`config.mk`:
```
export PLATFORM = sky130hd
export DESIGN_NAME = gimbal_search_scan_controller
export DESIGN_NICKNAME = d
export VERILOG_FILES = /design/src/rtl/gssc_pkg.sv /design/src/rtl/gimbal_search_scan_controller.sv /design/src/rtl/gssc_cfg.sv /design/src/rtl/gssc_core.sv
export SDC_FILE = /design/constraint.sdc
export NUM_CORES = 1
export LEC_CHECK = 0
export ABC_AREA = 1
export BUFFER_PORTS_ARGS = -buffer_cell sky130_fd_sc_hd__buf_2
export CORE_ASPECT_RATIO = 1.25
export CORE_MARGIN = 10
export CORE_UTILIZATION = 46
export DETAILED_ROUTE_END_ITERATION = 16
export GPL_TIMING_DRIVEN = 1
export SLEW_MARGIN = 30
export SYNTH_ARGS = -nofsm -noshare
export SYNTH_HDL_FRONTEND = slang
export SYNTH_SLANG_ARGS = --single-unit
```
`constraint.sdc`:
```
create_clock -name aclk -period 12.6 [get_ports aclk]
set_clock_uncertainty 0.05 [all_clocks]
set_input_delay 2.52 -clock aclk [delete_from_list [all_inputs] [get_ports aclk]]
set_output_delay 2.52 -clock aclk [all_outputs]
set_load 0.02 [all_outputs]
```
`src/rtl/gssc_pkg.sv`:
```
// shared types and constants of the gimbal search-scan controller
`default_nettype none

package gssc_pkg;

    // lost-target timeout default, in ticks
    localparam int unsigned LOST_TIMEOUT_DEF = 800;
    localparam int unsigned LOST_W           = 10;

    // pitch saturation bound in micro-radians
    localparam logic signed [22:0] PITCH_LIMIT = 23'sd3141593;

    // remote switch positions
    localparam logic [1:0] SW_UP   = 2'd1;
    localparam logic [1:0] SW_DOWN = 2'd2;
    localparam logic [1:0] SW_MID  = 2'd3;

    // stick nudge: round(|s|*1000/660) = floor((100*|s| + 33) / 66),
    // done as a multiply by ceil(2^23/66) and a shift
    localparam logic [16:0] NUDGE_RECIP = 17'd127101;
    localparam int unsigned NUDGE_SHIFT = 23;

    // robot modes
    typedef enum logic [2:0] {
        MODE_OFF      = 3'd0,
        MODE_AUTO     = 3'd1,
        MODE_FOLLOW   = 3'd2,
        MODE_UNFOLLOW = 3'd3,
        MODE_SHOOT    = 3'd4,
        MODE_SPIN     = 3'd5,
        MODE_FIX      = 3'd6
    } mode_t;

    // configuration register indexes
    typedef enum logic [2:0] {
        REG_PITCH_STEP    = 3'd0,
        REG_YAW_STEP      = 3'd1,
        REG_PITCH_TOP     = 3'd2,
        REG_PITCH_BOTTOM  = 3'd3,
        REG_YAW_LOW_EDGE  = 3'd4,
        REG_YAW_LOW_TURN  = 3'd5,
        REG_YAW_HIGH_TURN = 3'd6,
        REG_YAW_HIGH_EDGE = 3'd7
    } cfg_idx_t;

    // configuration register set
    typedef struct packed {
        logic [16:0]        pitch_step;
        logic [9:0]         yaw_step;
        logic signed [22:0] pitch_top;
        logic signed [22:0] pitch_bottom;
        logic [12:0]        yaw_low_edge;
        logic [12:0]        yaw_low_turn;
        logic [12:0]        yaw_high_turn;
        logic [12:0]        yaw_high_edge;
    } cfg_t;

endpackage

`default_nettype wire

```
`src/rtl/gimbal_search_scan_controller.sv`:
```
// top level of the gimbal search-scan controller: stream ports and pipeline registers
`default_nettype none

// One control tick per clock cycle while results are not stalled. A tick is captured in an
// input register, stepped through the mode, nudge and scan logic once the output register
// is free or being drained, and its result lands in the output register.
// The rate is one tick per cycle, set by the registered state update of the scan
// accumulators; a stalled result holds the output register while one more tick waits
// in the input register. Configuration takes effect on the next stepped tick and
// should be written while no tick is in flight.

module gimbal_search_scan_controller #(
    parameter int unsigned LOST_TIMEOUT = gssc_pkg::LOST_TIMEOUT_DEF
) (
    input  wire logic         aclk,
    input  wire logic         aresetn,
    // input ticks
    input  wire logic         s_tvalid,
    output logic              s_tready,
    // [1:0] switch_left, [3:2] switch_right, [14:4] pitch_stick,
    // [15] target_found, [28:16] yaw_motor_angle, [31:29] zero
    input  wire logic [31:0]  s_tdata,
    // results
    output logic              m_tvalid,
    input  wire logic         m_tready,
    // [22:0] pitch_cmd, [54:23] yaw_cmd, [57:55] drive_mode,
    // [58] vision_enabled, [59] scanning, [63:60] zero
    output logic [63:0]       m_tdata,
    // configuration writes
    input  wire logic         cfg_valid,
    output logic              cfg_ready,
    input  wire logic [2:0]   cfg_addr,
    input  wire logic [22:0]  cfg_wdata
);

    // pipeline registers
    logic        in_valid_reg, in_valid_next;
    logic [28:0] in_data_reg;
    logic        out_valid_reg, out_valid_next;
    logic [59:0] out_data_reg;
    logic        advance;

    // step results
    gssc_pkg::cfg_t     cfg;
    logic signed [22:0] res_pitch;
    logic signed [31:0] res_yaw;
    gssc_pkg::mode_t    res_mode;
    logic               res_vision;
    logic               res_scanning;

    assign cfg_ready = 1'b1;

    gssc_cfg u_cfg (
        .aclk    (aclk),
        .aresetn (aresetn),
        .wr_en   (cfg_valid),
        .wr_addr (cfg_addr),
        .wr_data (cfg_wdata),
        .cfg     (cfg)
    );

    gssc_core #(
        .LOST_TIMEOUT (LOST_TIMEOUT)
    ) u_core (
        .aclk            (aclk),
        .aresetn         (aresetn),
        .step_en         (advance),
        .cfg             (cfg),
        .switch_left     (in_data_reg[1:0]),
        .switch_right    (in_data_reg[3:2]),
        .pitch_stick     (in_data_reg[14:4]),
        .target_found    (in_data_reg[15]),
        .yaw_motor_angle (in_data_reg[28:16]),
        .pitch_cmd       (res_pitch),
        .yaw_cmd         (res_yaw),
        .drive_mode      (res_mode),
        .vision_enabled  (res_vision),
        .scanning        (res_scanning)
    );

    // a held tick steps when the output register is free or being drained
    assign advance  = in_valid_reg && (!out_valid_reg || m_tready);
    assign s_tready = !in_valid_reg || advance;

    always_comb begin
        in_valid_next  = s_tready ? s_tvalid : in_valid_reg;
        out_valid_next = advance ? 1'b1 : (m_tready ? 1'b0 : out_valid_reg);
    end

    // control state
    always_ff @(posedge aclk) begin
        if (!aresetn) begin
            in_valid_reg  <= 1'b0;
            out_valid_reg <= 1'b0;
        end else begin
            in_valid_reg  <= in_valid_next;
            out_valid_reg <= out_valid_next;
        end
    end

    // payload capture
    always_ff @(posedge aclk) begin
        if (s_tready && s_tvalid) begin
            in_data_reg <= s_tdata[28:0];
        end
        if (advance) begin
            out_data_reg <= {res_scanning, res_vision, res_mode, res_yaw, res_pitch};
        end
    end

    assign m_tvalid = out_valid_reg;
    assign m_tdata  = {4'd0, out_data_reg};

endmodule

`default_nettype wire

```
`src/rtl/gssc_cfg.sv`:
```
// configuration register file of the gimbal search-scan controller
`default_nettype none

module gssc_cfg (
    input  wire logic                aclk,
    input  wire logic                aresetn,
    input  wire logic                wr_en,
    input  wire logic [2:0]          wr_addr,
    input  wire logic [22:0]         wr_data,
    output gssc_pkg::cfg_t           cfg
);

    gssc_pkg::cfg_t cfg_reg;

    // register writes, reset to the default scan pattern
    always_ff @(posedge aclk) begin
        if (!aresetn) begin
            cfg_reg.pitch_step    <= 17'd1000;
            cfg_reg.yaw_step      <= 10'd3;
            cfg_reg.pitch_top     <= 23'sd200000;
            cfg_reg.pitch_bottom  <= -23'sd200000;
            cfg_reg.yaw_low_edge  <= 13'd1950;
            cfg_reg.yaw_low_turn  <= 13'd2050;
            cfg_reg.yaw_high_turn <= 13'd6700;
            cfg_reg.yaw_high_edge <= 13'd6800;
        end else if (wr_en) begin
            case (gssc_pkg::cfg_idx_t'(wr_addr))
                gssc_pkg::REG_PITCH_STEP:    cfg_reg.pitch_step    <= wr_data[16:0];
                gssc_pkg::REG_YAW_STEP:      cfg_reg.yaw_step      <= wr_data[9:0];
                gssc_pkg::REG_PITCH_TOP:     cfg_reg.pitch_top     <= wr_data;
                gssc_pkg::REG_PITCH_BOTTOM:  cfg_reg.pitch_bottom  <= wr_data;
                gssc_pkg::REG_YAW_LOW_EDGE:  cfg_reg.yaw_low_edge  <= wr_data[12:0];
                gssc_pkg::REG_YAW_LOW_TURN:  cfg_reg.yaw_low_turn  <= wr_data[12:0];
                gssc_pkg::REG_YAW_HIGH_TURN: cfg_reg.yaw_high_turn <= wr_data[12:0];
                gssc_pkg::REG_YAW_HIGH_EDGE: cfg_reg.yaw_high_edge <= wr_data[12:0];
                default: ;
            endcase
        end
    end

    assign cfg = cfg_reg;

endmodule

`default_nettype wire

```
`src/rtl/gssc_core.sv`:
```
// per-tick step logic and scan state of the gimbal search-scan controller
`default_nettype none

module gssc_core #(
    parameter int unsigned LOST_TIMEOUT = gssc_pkg::LOST_TIMEOUT_DEF
) (
    input  wire logic                aclk,
    input  wire logic                aresetn,
    input  wire logic                step_en,
    input  wire gssc_pkg::cfg_t      cfg,
    input  wire logic [1:0]          switch_left,
    input  wire logic [1:0]          switch_right,
    input  wire logic signed [10:0]  pitch_stick,
    input  wire logic                target_found,
    input  wire logic [12:0]         yaw_motor_angle,
    output logic signed [22:0]       pitch_cmd,
    output logic signed [31:0]       yaw_cmd,
    output gssc_pkg::mode_t          drive_mode,
    output logic                     vision_enabled,
    output logic                     scanning
);

    // scan state
    logic signed [22:0]            pitch_accum_reg, pitch_accum_next;
    logic signed [31:0]            yaw_accum_reg, yaw_accum_next;
    logic                          pitch_down_reg, pitch_down_next;
    logic                          yaw_down_reg, yaw_down_next;
    logic [gssc_pkg::LOST_W-1:0]   lost_reg, lost_next;

    // mode decode
    gssc_pkg::mode_t mode;
    logic            manual;

    // nudge path
    logic [10:0]        stick_abs;
    logic [16:0]        nudge_num;
    logic [33:0]        nudge_prod;
    logic [10:0]        nudge_mag;
    logic signed [24:0] nudge_d;
    logic signed [24:0] manual_sum;

    // scan path
    logic signed [24:0] accum_ext;
    logic signed [24:0] pstep_ext;
    logic signed [24:0] pitch_move;
    logic signed [24:0] scan_pitch;
    logic               scan_pdown;
    logic               band_high, band_low;
    logic               scan_ydown;
    logic signed [32:0] yaw_move;
    logic signed [31:0] scan_yaw;

    // lost counter
    logic [gssc_pkg::LOST_W:0] lost_inc;
    logic                      lost_over;

    function automatic logic signed [22:0] clamp_pitch(input logic signed [24:0] v);
        logic signed [24:0] lim;
        lim = 25'(gssc_pkg::PITCH_LIMIT);
        if (v > lim) begin
            clamp_pitch = gssc_pkg::PITCH_LIMIT;
        end else if (v < -lim) begin
            clamp_pitch = -gssc_pkg::PITCH_LIMIT;
        end else begin
            clamp_pitch = v[22:0];
        end
    endfunction

    // switch pair to mode
    always_comb begin
        case ({switch_left, switch_right})
            {gssc_pkg::SW_UP,   gssc_pkg::SW_DOWN}: mode = gssc_pkg::MODE_AUTO;
            {gssc_pkg::SW_DOWN, gssc_pkg::SW_DOWN}: mode = gssc_pkg::MODE_FOLLOW;
            {gssc_pkg::SW_MID,  gssc_pkg::SW_MID}:  mode = gssc_pkg::MODE_UNFOLLOW;
            {gssc_pkg::SW_MID,  gssc_pkg::SW_UP}:   mode = gssc_pkg::MODE_SHOOT;
            {gssc_pkg::SW_MID,  gssc_pkg::SW_DOWN}: mode = gssc_pkg::MODE_SPIN;
            {gssc_pkg::SW_DOWN, gssc_pkg::SW_MID}:  mode = gssc_pkg::MODE_FIX;
            default:                                mode = gssc_pkg::MODE_OFF;
        endcase
    end

    assign manual = (mode == gssc_pkg::MODE_SHOOT) || (mode == gssc_pkg::MODE_SPIN) ||
                    (mode == gssc_pkg::MODE_FIX);

    // stick nudge, rounded to nearest with ties away from zero
    assign stick_abs  = pitch_stick[10] ? (~pitch_stick[10:0] + 11'd1) : pitch_stick[10:0];
    assign nudge_num  = 17'(stick_abs) * 17'd100 + 17'd33;
    assign nudge_prod = 34'(nudge_num) * 34'(gssc_pkg::NUDGE_RECIP);
    assign nudge_mag  = nudge_prod[33:gssc_pkg::NUDGE_SHIFT];
    assign nudge_d    = pitch_stick[10] ? -$signed({14'd0, nudge_mag})
                                        :  $signed({14'd0, nudge_mag});
    assign accum_ext  = 25'(pitch_accum_reg);
    assign manual_sum = accum_ext + nudge_d;

    // pitch triangle sweep
    assign pstep_ext = $signed({8'd0, cfg.pitch_step});
    always_comb begin
        scan_pdown = pitch_down_reg;
        if (pitch_down_reg) begin
            pitch_move = accum_ext - pstep_ext;
            scan_pitch = pitch_move;
            if (pitch_move < 25'(cfg.pitch_bottom)) begin
                scan_pitch = 25'(cfg.pitch_bottom);
                scan_pdown = 1'b0;
            end
        end else begin
            pitch_move = accum_ext + pstep_ext;
            scan_pitch = pitch_move;
            if (pitch_move > 25'(cfg.pitch_top)) begin
                scan_pitch = 25'(cfg.pitch_top);
                scan_pdown = 1'b1;
            end
        end
    end

    // yaw sweep with reversal bands
    assign band_high = (yaw_motor_angle > cfg.yaw_high_turn) &&
                       (yaw_motor_angle < cfg.yaw_high_edge);
    assign band_low  = (yaw_motor_angle > cfg.yaw_low_edge) &&
                       (yaw_motor_angle < cfg.yaw_low_turn);
    assign scan_ydown = band_high ? 1'b1 : (band_low ? 1'b0 : yaw_down_reg);
    assign yaw_move   = scan_ydown ? (33'(yaw_accum_reg) - $signed({23'd0, cfg.yaw_step}))
                                   : (33'(yaw_accum_reg) + $signed({23'd0, cfg.yaw_step}));
    always_comb begin
        if (yaw_move[32] != yaw_move[31]) begin
            scan_yaw = yaw_move[32] ? {1'b1, 31'd0} : {1'b0, {31{1'b1}}};
        end else begin
            scan_yaw = yaw_move[31:0];
        end
    end

    // lost-target counting
    assign lost_inc  = {1'b0, lost_reg} + (gssc_pkg::LOST_W + 1)'(1);
    assign lost_over = lost_inc > (gssc_pkg::LOST_W + 1)'(LOST_TIMEOUT);

    // next state of one tick
    always_comb begin
        pitch_accum_next = pitch_accum_reg;
        yaw_accum_next   = yaw_accum_reg;
        pitch_down_next  = pitch_down_reg;
        yaw_down_next    = yaw_down_reg;
        lost_next        = lost_reg;
        scanning         = 1'b0;
        if (manual) begin
            pitch_accum_next = clamp_pitch(manual_sum);
        end else if (mode == gssc_pkg::MODE_AUTO) begin
            if (target_found) begin
                lost_next = '0;
            end else if (lost_over) begin
                lost_next        = gssc_pkg::LOST_W'(LOST_TIMEOUT);
                scanning         = 1'b1;
                pitch_accum_next = clamp_pitch(scan_pitch);
                pitch_down_next  = scan_pdown;
                yaw_down_next    = scan_ydown;
                yaw_accum_next   = scan_yaw;
            end else begin
                lost_next = lost_inc[gssc_pkg::LOST_W-1:0];
            end
        end
    end

    // state update on each stepped tick
    always_ff @(posedge aclk) begin
        if (!aresetn) begin
            pitch_accum_reg <= '0;
            yaw_accum_reg   <= '0;
            pitch_down_reg  <= 1'b0;
            yaw_down_reg    <= 1'b0;
            lost_reg        <= '0;
        end else if (step_en) begin
            pitch_accum_reg <= pitch_accum_next;
            yaw_accum_reg   <= yaw_accum_next;
            pitch_down_reg  <= pitch_down_next;
            yaw_down_reg    <= yaw_down_next;
            lost_reg        <= lost_next;
        end
    end

    // result of the tick shows the updated targets
    assign pitch_cmd      = pitch_accum_next;
    assign yaw_cmd        = yaw_accum_next;
    assign drive_mode     = mode;
    assign vision_enabled = (mode == gssc_pkg::MODE_AUTO);

endmodule

`default_nettype wire

```
Yosys cells after proc, flatten, opt, wreduce, memory -nomap -nowiden. Cells that the tools add are included.

Register bits after elaboration: 283. Bits in latches: 0. Memory bits (writable): 0. Bits in read-only memories: 0. Output and inout port bits: 67. Logic and storage cells: 116. Memories kept: 0.

Add/subtract/negate cells: 9. $mul: 2. Div/mod/pow operators: 0. Magnitude comparators: 11. Equal/unequal tests: 18. Shift-type cells: 0. Multiplexer cells: 31. Bitwise operators: 4. Reductions and logical operators: 23.

Operators with widths (number): two-way mux 32 bit (6); two-way mux 23 bit (8); two-way mux 25 bit (4); > comparator 25 x 23 -> 1 bit, second input constant (2); less-than comparator 25 x 23 -> 1 bit, second input constant (2); multiplier 17 x 17 -> 34 bit, second input constant (1); adder 32 x 11 -> 33 bit (1); two-way mux 33 bit (1); subtractor 32 x 11 -> 33 bit (1); > comparator 13 bit (2); less-than comparator 13 bit (2); adder 23 x 25 -> 25 bit (1); negator 11 -> 25 bit (1); adder 23 x 18 -> 24 bit (1); > comparator 24 x 23 -> 1 bit (1); less-than comparator 24 x 23 -> 1 bit (1); subtractor 23 x 18 -> 24 bit (1); == test 3 bit, second input constant (7); == test 4 bit, second input constant (5); two-way mux 10 bit (2); case mux 3 bit (6 select lines) (1); adder 17 x 6 -> 17 bit, second input constant (1); AND reduction 2 bit (8); multiplier 11 x 5 -> 15 bit, second input constant (1); 19 further kinds (37).

Logic depth before layout (Yosys ltp). Gate-level depths: netlist (run 1).

Word-level depth: 13. Gate-level depth with buffers: 77.

Modules after synthesis. From an unflattened synthesis (run 1), not the netlist that was laid out.

Cells, all modules: 4196. Area, all modules: 28777.6 sq um.

By module, submodules not included: gssc_core (instances 1, cells each 3416, area each 21200.3 sq um); gssc_cfg (instances 1, cells each 671, area each 4764.6 sq um); gimbal_search_scan_controller (instances 1, cells each 109, area each 2812.7 sq um).

Worst setup path after synthesis (run 1). OpenSTA, ideal clock, no wires.

Kind: register to register. Start point: register in_data_reg[4]. End point: register out_data_reg[6] (data pin). Arrival time: 11.492 ns. Required time: 12.300 ns. Path slack: 0.808 ns. Cell stages (with the launch flop): 72. Path buffers: 1. Clock period less this slack: 11.792 ns. Path through: edfxtp_1 -> inv_1 -> ha_1 -> inv_1 -> nor3_1 -> inv_1 -> nor3_1 -> inv_1 -> nand2_1 -> xnor2_1 -> ha_1 -> ha_1 -> inv_1 -> fa_1 -> inv_1 -> ha_1 -> a21o_1 -> inv_1 -> (+36 left out) -> o21ai_0 -> a21oi_1 -> o21ai_2 -> nand2_1 -> nand2_1 -> a21oi_1 -> nand2_1 -> nand2_1 -> inv_1 -> nor2_1 -> nand2_1 -> nand2_1 -> nand3_2 -> buf_2 -> nand2_1 -> nand3_1 -> nand2_2 -> inv_1.

Longest elaborated chain between the ends: 13. Elaborated cells on any way between the ends: 14. Those cells by class: add/sub (4); mul (2); order compare (2); mux (5); bitwise (1).

RTL lines: start: declaration (RTL line gimbal_search_scan_controller.sv:38) `logic [28:0] in_data_reg;`; start signal: assignment (RTL line gimbal_search_scan_controller.sv:104) `in_data_reg <= s_tdata[28:0];`; inverter 11 bit (RTL line gssc_core.sv:86) `assign stick_abs = pitch_stick[10] ? (~pitch_stick[10:0] + 11'd1) : pitch_stick[10:0];`; adder 11 x 1 -> 11 bit (RTL line gssc_core.sv:86); two-way mux 11 bit * (RTL line gssc_core.sv:86); multiplier 11 x 5 -> 15 bit * (RTL line gssc_core.sv:87) `assign nudge_num = 17'(stick_abs) * 17'd100 + 17'd33;`; adder 17 x 6 -> 17 bit * (RTL line gssc_core.sv:87); multiplier 17 x 17 -> 34 bit * (RTL line gssc_core.sv:88) `assign nudge_prod = 34'(nudge_num) * 34'(gssc_pkg::NUDGE_RECIP);`; negator 11 -> 25 bit (RTL line gssc_core.sv:90) `assign nudge_d = pitch_stick[10] ? -$signed({14'd0, nudge_mag})`; two-way mux 25 bit * (RTL line gssc_core.sv:90); adder 23 x 25 -> 25 bit * (RTL line gssc_core.sv:93) `assign manual_sum = accum_ext + nudge_d;`; less-than comparator 25 x 23 -> 1 bit (RTL line gssc_core.sv:62) `end else if (v < -lim) begin`; two-way mux 23 bit (RTL line gssc_core.sv:62); two-way mux 23 bit * (RTL line gssc_core.sv:60) `if (v > lim) begin`; two-way mux 23 bit * (RTL line gssc_core.sv:144) `if (manual) begin`; net res_pitch[6] (RTL line gimbal_search_scan_controller.sv:45) `logic signed [22:0] res_pitch;`; end signal: assignment (RTL line gimbal_search_scan_controller.sv:107) `out_data_reg <= {res_scanning, res_vision, res_mode, res_yaw, res_pitch};`; end: declaration (RTL line gimbal_search_scan_controller.sv:40) `logic [59:0] out_data_reg;`.

The timed path passes the listed nets; every way through them passes the cells marked *. A chain may end at the register's enable or synchronous reset.

Final worst setup path (run 1).
Start point: register in_data_reg[4]. End point: register u_core.pitch_accum_reg[7].

Longest elaborated chain between the ends: 13. Elaborated cells on any way between the ends: 14. Those cells by class: add/sub (4); mul (2); order compare (2); mux (5); bitwise (1).

RTL lines: inverter 11 bit (RTL line gssc_core.sv:86); adder 11 x 1 -> 11 bit (RTL line gssc_core.sv:86); two-way mux 11 bit * (RTL line gssc_core.sv:86); multiplier 11 x 5 -> 15 bit * (RTL line gssc_core.sv:87); adder 17 x 6 -> 17 bit * (RTL line gssc_core.sv:87); multiplier 17 x 17 -> 34 bit * (RTL line gssc_core.sv:88); negator 11 -> 25 bit (RTL line gssc_core.sv:90); two-way mux 25 bit * (RTL line gssc_core.sv:90); adder 23 x 25 -> 25 bit * (RTL line gssc_core.sv:93); less-than comparator 25 x 23 -> 1 bit (RTL line gssc_core.sv:62); two-way mux 23 bit (RTL line gssc_core.sv:62); two-way mux 23 bit * (RTL line gssc_core.sv:60); two-way mux 23 bit * (RTL line gssc_core.sv:144); end signal: assignment (RTL line gssc_core.sv:171) `pitch_accum_reg <= pitch_accum_next;`; end: declaration (RTL line gssc_core.sv:24) `logic signed [22:0] pitch_accum_reg, pitch_accum_next;`.

Mark *: on every way between the ends. The rest lies on a longest branch, timed or not.

==> impl_results.md, run 1 <==
* Status: finished clean
* Final Cycle Share at 0.962
* Root Driver: clkbuf_16
* Synth Flop Type: dfxtp_1
* PortBufs at 121
* Post-route ant nets at 0
* Final setup TNS at 0 ns
* Drt first-iter violations at 1306
* Mux share of post-synthesis cell area at 0
* Max stage delay on crit path at around 0.53 ns
* Final hold violation count at 0
* Hold_buf cts at 0
* H-tree depth at 2
* Max Cap Violations at 0
* DR vias at about 26000
* Post-layout util at 0.531
* Synth Area in Compound Gates at 0.140
* Commonest non-fill, non-tap cells in the layout: 850 x nand2_1, 694 x inv_1, 334 x ha_1
* Width of the die at 242 um
* Actual slew at the worst max-slew pin at 0.838 ns
* Worst setup EP type: flop
* Top cell by count, worst path: inv_1
* Die Y at slightly below 300 um
* Initial antenna violation count at 0
* Total wire length at 85300 um
* FFs w/ async S/R, synth at 0
* Worst Path Max Fanout at 7
* Area added between synthesis and finish at 14.4%
* Syn Inst Count at 3973
* Tmin final at 12.12 ns
* Final setup vio count at 0
* Share of layout cells above drive strength 1 at 0.140
* Clock Path Buffers at 3
* Seq/Total Area, Yosys at 0.232
* Initial Utilization at 0.464
* Diode count at 0
* CP Buf/Inv Count at 17
* Filler instances at 6135
* Die ar. at around 0.072 sq mm
* Mapped cell area at 0.0282 sq mm
* Largest family of logic cells by synthesized area: simple AND/OR/NAND/NOR gates
* Fin. max-slew vios at 0
* Via/cell ratio at around 5.1
* Number of synthesized flops with an enable pin at 89
* DP Worst Slack at -0.128 ns
* M3 GR Usage at 0.0233
* GRT Total Usage at 0.232
* DRC viols at 0
* CTS buffer count at 36
* CP required at 13.03 ns
* CTS Sinks at 283
* Synth Area in XOR/XNOR at 0.0430
* First-pass GRT wire length at 135000 um
* Worst-path clk slew at 0.06 ns
* Number of flip-flops under the largest register name at approximately 130
* Commonest non-fill, non-tap cell in the layout: nand2_1
* Final WS setup at ~0.48 ns
* Hold WC Path Type: flop to flop
* Delay-heaviest family, CP: adder cells
* DP HPWL at 69000 um
* Adder-Cell Fraction of Synth Area at 0.229
* Grt met1 use at 0.268
* Drt pass-1 iters at 7
* Worst-skew pair later-pin latency at 0.59 ns
* Ports at 130
* Seq cells post-synth at 283
* WHS at between 0.4 and 0.5 ns
* Syn Area/Cell at between 7 and 8 sq um
* Core area at just over 0.06 sq mm
* WS Path Type: flop to flop
* GRT met2 Usage at 0.426
* Slowest cell on crit path: fa_1
* Post-Synth Simple-Gate Area at 0.239
* Number of global-route vias before repair at 25100
* Data arrival, critical path at 12.55 ns
* Largest net degree at the start of global routing at 102
* Wire length per cell at 17.0 um
* Remaining Overflow, GRT at 0
* Post-synthesis cell type count at 67
* Crit path launch type: flop
* GR peak layer: met2
* CTS tree: done
* Synth warn at 0
* Layout net count at 4671
* Routability cong. at between 1 and 1.5
* Rel. slew slack at 0.441
* Peak Freq at 82.5 MHz
* FP Rows at 101
==> per-layer routing <==
layer	vias to the layer above	part of all wire
met3	156	0.039
met5	-	0
met4	0	0.048
met1	11700	0.41
li1	13200	-
met2	554	0.51
==> timing repair <==
| action | in CTS | in global routing |
|---|---|---|
| setup buffers | 0 | 23 |
| gates cloned | 0 | 1 |
| pin swaps | 1 | 61 |
| setup endpoints to repair | 44 | 46 |
| gates resized for setup | 7 | 150 |
==> worst register-to-register path: cells and delay by family, from the launching register on <==
kind | cells | cell delay (ns)
and+or+nand+nor | 16 | 1.95
DFF | 1 | 0.41
xor gates and xnor gates | 5 | 1.07
adders and majority gates | 14 | 4.98
AOI/OAI and AO/OA | 11 | 1.87
buffers and inverters | 17 | 1.70
==> cells by family (layout without fill, tap and decap cells) <==
logic type	count (synthesis)	after routing
AO/OA/AOI/OAI	703	703
XOR/XNOR	136	136
flip-flops	283	283
buffers and inverters	836	1042
adder cells (fa/ha/maj)	455	455
AND/OR/NAND/NOR	1558	1558
other	2	5
==> stage by stage <==
stage / area, sq um / instances
6_report: 32300 / 5006
5_1_grt: 32300 / 5006
4_1_cts: 31400 / 4982
3_5_place_dp: 30100 / 4916
3_3_place_gp: 30100 / 4916
2_1_floorplan: 28200 / 3976
==> final cells by class <==
type | instances | area (sq um) | share of cell area
timing repair buffer | 251 | 1630 | 0.0504
inverter | 725 | 2730 | 0.0845
sequential | 283 | 6560 | 0.203
tap | 824 | 1030 | 0.0319
clock inverter | 24 | 303 | 0.00938
multi-input combinational | 2857 | 19100 | 0.592
clock buffer | 42 | 923 | 0.0286
==> cells in the mapped netlist (4+ instances only) <==
| cell | n | area [sq um] |
|---|---|---|
| nor2_2 | 10 | 62.6 |
| a21boi_1 | 4 | 30.0 |
| edfxtp_1 | 89 | 2670 |
| nor4_1 | 6 | 37.5 |
| buf_4 | 16 | 120 |
| o31ai_1 | 8 | 60.1 |
| nand4_1 | 58 | 363 |
| buf_6 | 7 | 78.8 |
| a31oi_1 | 12 | 75.1 |
| dfxtp_1 | 194 | 3880 |
| a21o_1 | 16 | 120 |
| o21ai_0 | 209 | 1050 |
| o21bai_1 | 16 | 120 |
| o21ai_1 | 16 | 80.1 |
| a211oi_1 | 8 | 60.1 |
| a21oi_1 | 314 | 1570 |
| nor2_1 | 252 | 946 |
| nand3_2 | 7 | 70.1 |
| xnor2_1 | 43 | 377 |
| o211ai_1 | 48 | 360 |
| o221ai_1 | 4 | 35.0 |
| inv_1 | 706 | 2650 |
| clkbuf_1 | 65 | 244 |
| buf_2 | 20 | 100 |
| a21oi_2 | 18 | 158 |
| nor3_1 | 29 | 145 |
| nand2_1 | 872 | 3270 |
| or2_2 | 33 | 206 |
| o21a_1 | 12 | 90.1 |
| ha_1 | 352 | 4400 |
| nor3_2 | 4 | 40.0 |
| xor2_1 | 90 | 788 |
| nand2_2 | 52 | 325 |
| nand3_1 | 214 | 1070 |
| fa_1 | 102 | 2040 |
| inv_2 | 15 | 56.3 |
| nand3b_1 | 4 | 30.0 |
==> final timing paths <==
| path | depth (start not counted) | slack (ns) | to | startpoint |
|---|---|---|---|---|
| max | 63 | 0.48 | u_core.pitch_accum_reg[7] | in_data_reg[4] |
| min | 2 | 0.41 | u_cfg.cfg[17] | u_cfg.cfg[17] |
| max reg2reg | 63 | 0.48 | u_core.pitch_accum_reg[7] | in_data_reg[4] |
| min reg2reg | 2 | 0.41 | u_cfg.cfg[17] | u_cfg.cfg[17] |
Power of run 1 is left out: the tool's default activity adds up to more than one toggle a clock period on the data nets, which glitch-free logic cannot reach.
==> run 2: changes to the inputs <==
Settings changed: CELL_PAD_IN_SITES_DETAIL_PLACEMENT set to 1, CELL_PAD_IN_SITES_GLOBAL_PLACEMENT set to 1, CORE_UTILIZATION 46 to 42, PLACE_DENSITY_LB_ADDON set to 0.1.
==> impl_results.md, run 2 (synthesis results as in run 1) <==
* Initial Utilization at 0.423
* Number of global-route vias before repair at 28300
* Share of layout cells above drive strength 1 at 0.172
* Fin. max-slew vios at 0
* Crit path launch type: flop
* Largest net degree at the start of global routing at slightly below 90
* CTS Sinks at 283
* CP startpoint: in_data_reg[5]
* Worst setup path endpoint: u_core.pitch_accum_reg[3]
* DRC viols at 0
* Die ar. at 0.0780 sq mm
* H-tree depth at 2
* Commonest non-fill, non-tap cells in the layout: 835 x nand2_1, 687 x inv_1, 331 x ha_1
* Slowest cell on crit path: fa_2
* Data arrival, critical path at 12.80 ns
* Worst Path Max Fanout at 6
* Actual slew at the worst max-slew pin at between 0.8 and 0.9 ns
* Wire length per cell at 19.5 um
* Max Cap Violations at 0
* Clock Path Buffers at 3
* R2R cell count at 74
* Total wire length at 100000 um
* Worst-skew pair later-pin latency at 0.56 ns
* First-pass GRT wire length at 154000 um
* Drt pass-1 iters at 5
* Hold WC Path Type: flop to flop
* Reg2Reg Setup Slack at ~0.15 ns
* Post-route ant nets at 0
* Area added between synthesis and finish at 18.2%
* PortBufs at 121
* Hold_buf cts at 0
* Remaining Overflow, GRT at 0
* Width of the die at about 250 um
* DP Worst Slack at -0.250 ns
* WS Path Type: flop to flop
* Routability cong. at ~0.95
* Core area at 0.0667 sq mm
* Drt first-iter violations at roughly 1200
* Tmin final at 12.45 ns
* Critical R2R Launch: in_data_reg[5]
* RSZ-0062 raised after global routing: yes
* Layout net count at 4782
* CTS buffer count at 36
* Final Cycle Share at 0.988
* Rel. slew slack at 0.397
* Initial antenna violation count at 3
* Root Driver: clkbuf_16
* FP Rows at around 110
* Worst R2R End: u_core.pitch_accum_reg[3]
* Die Y at 310 um
* CTS tree: done
* CP required at 12.95 ns
* Worst-path clk slew at about 0.060 ns
* Status: finished clean
* Commonest non-fill, non-tap cell in the layout: nand2_1
* Max stage delay on crit path at 0.58 ns
* Final setup vio count at 0
* DR vias at 27100
* GRT Total Usage at 0.250
* Peak Freq at 80.3 MHz
* Final hold violation count at 0
* DP HPWL at 79100 um
* Diode count at 0
* Worst setup EP type: flop
* Number of flip-flops under the largest register name at about 130
* Via/cell ratio at ~5.3
* Ports at 130
* Final WS setup at 0.151 ns
[run 2: layout make-up]
class	count	area, sq um
clock buffer	42	955
clock inverter	23	210
fill	8540	33400
inverter	725	2730
multi-input combinational	2857	19400
sequential	283	6560
tap	864	1080
timing repair buffer	362	2450
[run 2: worst min-delay path by stage]
stage                              from            end  slack, ns  cells past startpoint
after floorplan            u_cfg.cfg[0]   u_cfg.cfg[0]       0.38                      2
after global placement    u_cfg.cfg[19]  u_cfg.cfg[19]       0.39                      2
after detailed placement  u_cfg.cfg[14]  u_cfg.cfg[14]       0.40                      2
after CTS                 u_cfg.cfg[14]  u_cfg.cfg[14]       0.41                      2
after global routing      u_cfg.cfg[33]  u_cfg.cfg[33]       0.43                      2
final                     u_cfg.cfg[17]  u_cfg.cfg[17]       0.41                      2
[run 2: timing repair]
action,4_1_cts,5_1_grt
setup endpoints to repair,44,46
hold endpoints to repair,0,0
pin swaps,4,73
gates resized for setup,15,198
gates cloned,0,2
setup buffers,10,35
[run 2: per-stage QoR]
stage	setup TNS (ns)	hold slack, ns	util	cells	instance area, sq um
after floorplan	0	0.380	-	3976	28200
after detailed placement	-5.91	0.402	0.462	5044	30800
after global placement	-0.939	0.395	0.462	5044	30800
after global routing	-20.98	0.432	0.500	5156	33300
after CTS	0	0.411	0.482	5119	32100
final	0	0.408	0.500	5156	33300
[run 2: worst max-delay path: cells and delay by family, from the launching register on]
kind                       cells  cell delay [ns]
and+or+nand+nor               30             3.23
xor gates and xnor gates       5             0.99
DFF                            1             0.44
adders and majority gates     13             4.80
AOI/OAI and AO/OA              7             0.73
buffers and inverters         19             2.07
[run 2: routing by layer]
metal / track usage / vias to the layer above / share of wire
met3: 0.0242 / 168 / 0.029
met5: 0 / - / 0.000090
met2: 0.468 / 366 / 0.51
li1: - / 13400 / -
met4: 0.101 / 2 / 0.044
met1: 0.286 / 13200 / 0.41
Power of run 2 is left out for the same reason.
==> run 3: changes to the inputs <==
Settings changed: CORE_UTILIZATION 42 to 46.
Clock period 12.6 ns to 12.9 ns, I/O delays scaled along.
==> impl_results.md, run 3 (synthesis results as in run 1) <==
* Worst-path clk slew at 0.06 ns
* Post-Layout Cell Count at 4974
* Commonest non-fill, non-tap cell in the layout: nand2_1
* Remaining Overflow, GRT at 0
* Post-layout util at 0.527
* Delay-heaviest family, CP: adder cells
* GRT Total Usage at 0.265
* Max stage delay on crit path at 0.57 ns
* Final hold violation count at 0
* DRC viols at 0
* Worst Path Max Fanout at 13
* Core area at 0.0608 sq mm
* Layout net count at about 4600
* Wire length per cell at 19.7 um
* Final setup vio count at 0
* CP Buf/Inv Count at 18
* Die ar. at between 0.07 and 0.08 sq mm
* DP HPWL at approximately 80000 um
* Clock Path Buffers at 3
* Post-route ant nets at 0
* Cells after DPL at 4879
* Total wire length at 98100 um
* Top cell by count, worst path: inv_1
* Number of global-route vias before repair at 28000
* CTS Sinks at 283
* DR vias at 26800
* Fin. max-slew vios at 0
* Initial Utilization at 0.464
* CTS buffer count at 36
* First-pass GRT wire length at 153000 um
* Rel. slew slack at 0.348
* Final Cycle Share at 0.958
* Peak Freq at 80.9 MHz
* Slowest cell on crit path: fa_1
* Root Driver: clkbuf_16
* Die Y at roughly 300 um
* Via/cell ratio at 5.38
* Filler instances at between 7000 and 8000
* CTS tree: done
* Area added between synthesis and finish at 13.5%
* Share of layout cells above drive strength 1 at 0.133
* PortBufs at ~120
* Commonest non-fill, non-tap cells in the layout: 852 x nand2_1, 701 x inv_1, 333 x ha_1
* Actual slew at the worst max-slew pin at 0.973 ns
* Crit path launch type: flop
* H-tree depth at 2
* Data arrival, critical path at 12.59 ns
* Ports at 130
* FP Rows at approximately 100
* Largest net degree at the start of global routing at 86
* Width of the die at 242 um
* Drt pass-1 iters at 7
* Status: finished clean
* Max Cap Violations at 0
* CP required at ~13 ns
* Drt first-iter violations at ~1300
* Number of flip-flops under the largest register name at 125
* Hold WC Path Type: flop to flop
* WS Path Type: flop to flop
* Worst setup EP type: flop
* Initial antenna violation count at 3
* Routability cong. at 0.964
* Tmin final at 12.36 ns
* Worst-skew pair later-pin latency at 0.60 ns
[run 3: cell count changes in the layout (fill, tap and decap cells not counted), moves of 5 or more]
cell / change
a21oi_2: +5
inv_1: +14
buf_6: -6
buf_4: -137
ha_4: -5
nand2_2: -14
inv_2: -14
nand2_1: +17
[run 3: metrics by stage]
stage / setup WS, ns / cell area, sq um / TNS, ns / hold slack (ns)
floorplan: 1.11 / 28200 / 0 / 0.380
global placement: 0.182 / 29800 / 0 / 0.395
detailed placement: -0.153 / 29900 / -2.01 / 0.401
CTS: 0.0293 / 31200 / 0 / 0.410
global route: -0.203 / 32000 / -4.74 / 0.437
finish: 0.536 / 32000 / 0 / 0.409
[run 3: timing repair]
item | in CTS | in global routing
gates cloned | 0 | 0
setup endpoints to repair | 42 | 46
buffers inserted | 0 | 28
hold buffers | 0 | 0
pin swaps | 1 | 48
resized for setup | 6 | 139
[run 3: metal layers]
metal	track usage	wire, um	up-vias
met3	0.0217	2930	203
met2	0.490	50000	459
met4	0.112	4790	0
met5	0	0	-
li1	-	-	13100
met1	0.307	40400	13000
[run 3: worst paths after layout]
| kind | slack, ns | cells past startpoint | end | startpoint |
|---|---|---|---|---|
| max | 0.54 | 65 | out_data_reg[12] | in_data_reg[4] |
| min | 0.41 | 2 | u_cfg.cfg[8] | u_cfg.cfg[8] |
| max reg2reg | 0.54 | 65 | out_data_reg[12] | in_data_reg[4] |
| min reg2reg | 0.41 | 2 | u_cfg.cfg[8] | u_cfg.cfg[8] |
[run 3: worst register-to-register path, delay by kind of cell, from the launching register on]
family	cells	cell delay, ns
adder cells (fa/ha/maj)	13	5.06
XOR/XNOR	3	0.46
AND/OR/NAND/NOR	25	3.85
AO/OA/AOI/OAI	6	0.75
flip-flops	1	0.41
buffers and inverters	18	1.49
[run 3: area by class of cell]
cell class / instances / area, sq um / area share
timing repair buffer: 218 / 1370 / 0.0426
multi-input combinational: 2857 / 19100 / 0.595
tap: 824 / 1030 / 0.0322
antenna: 1 / 2.50 / 0.0000782
sequential: 283 / 6560 / 0.205
clock inverter: 24 / 322 / 0.0100
inverter: 725 / 2730 / 0.0852
clock buffer: 42 / 955 / 0.0298
Power of run 3 is left out for the same reason.
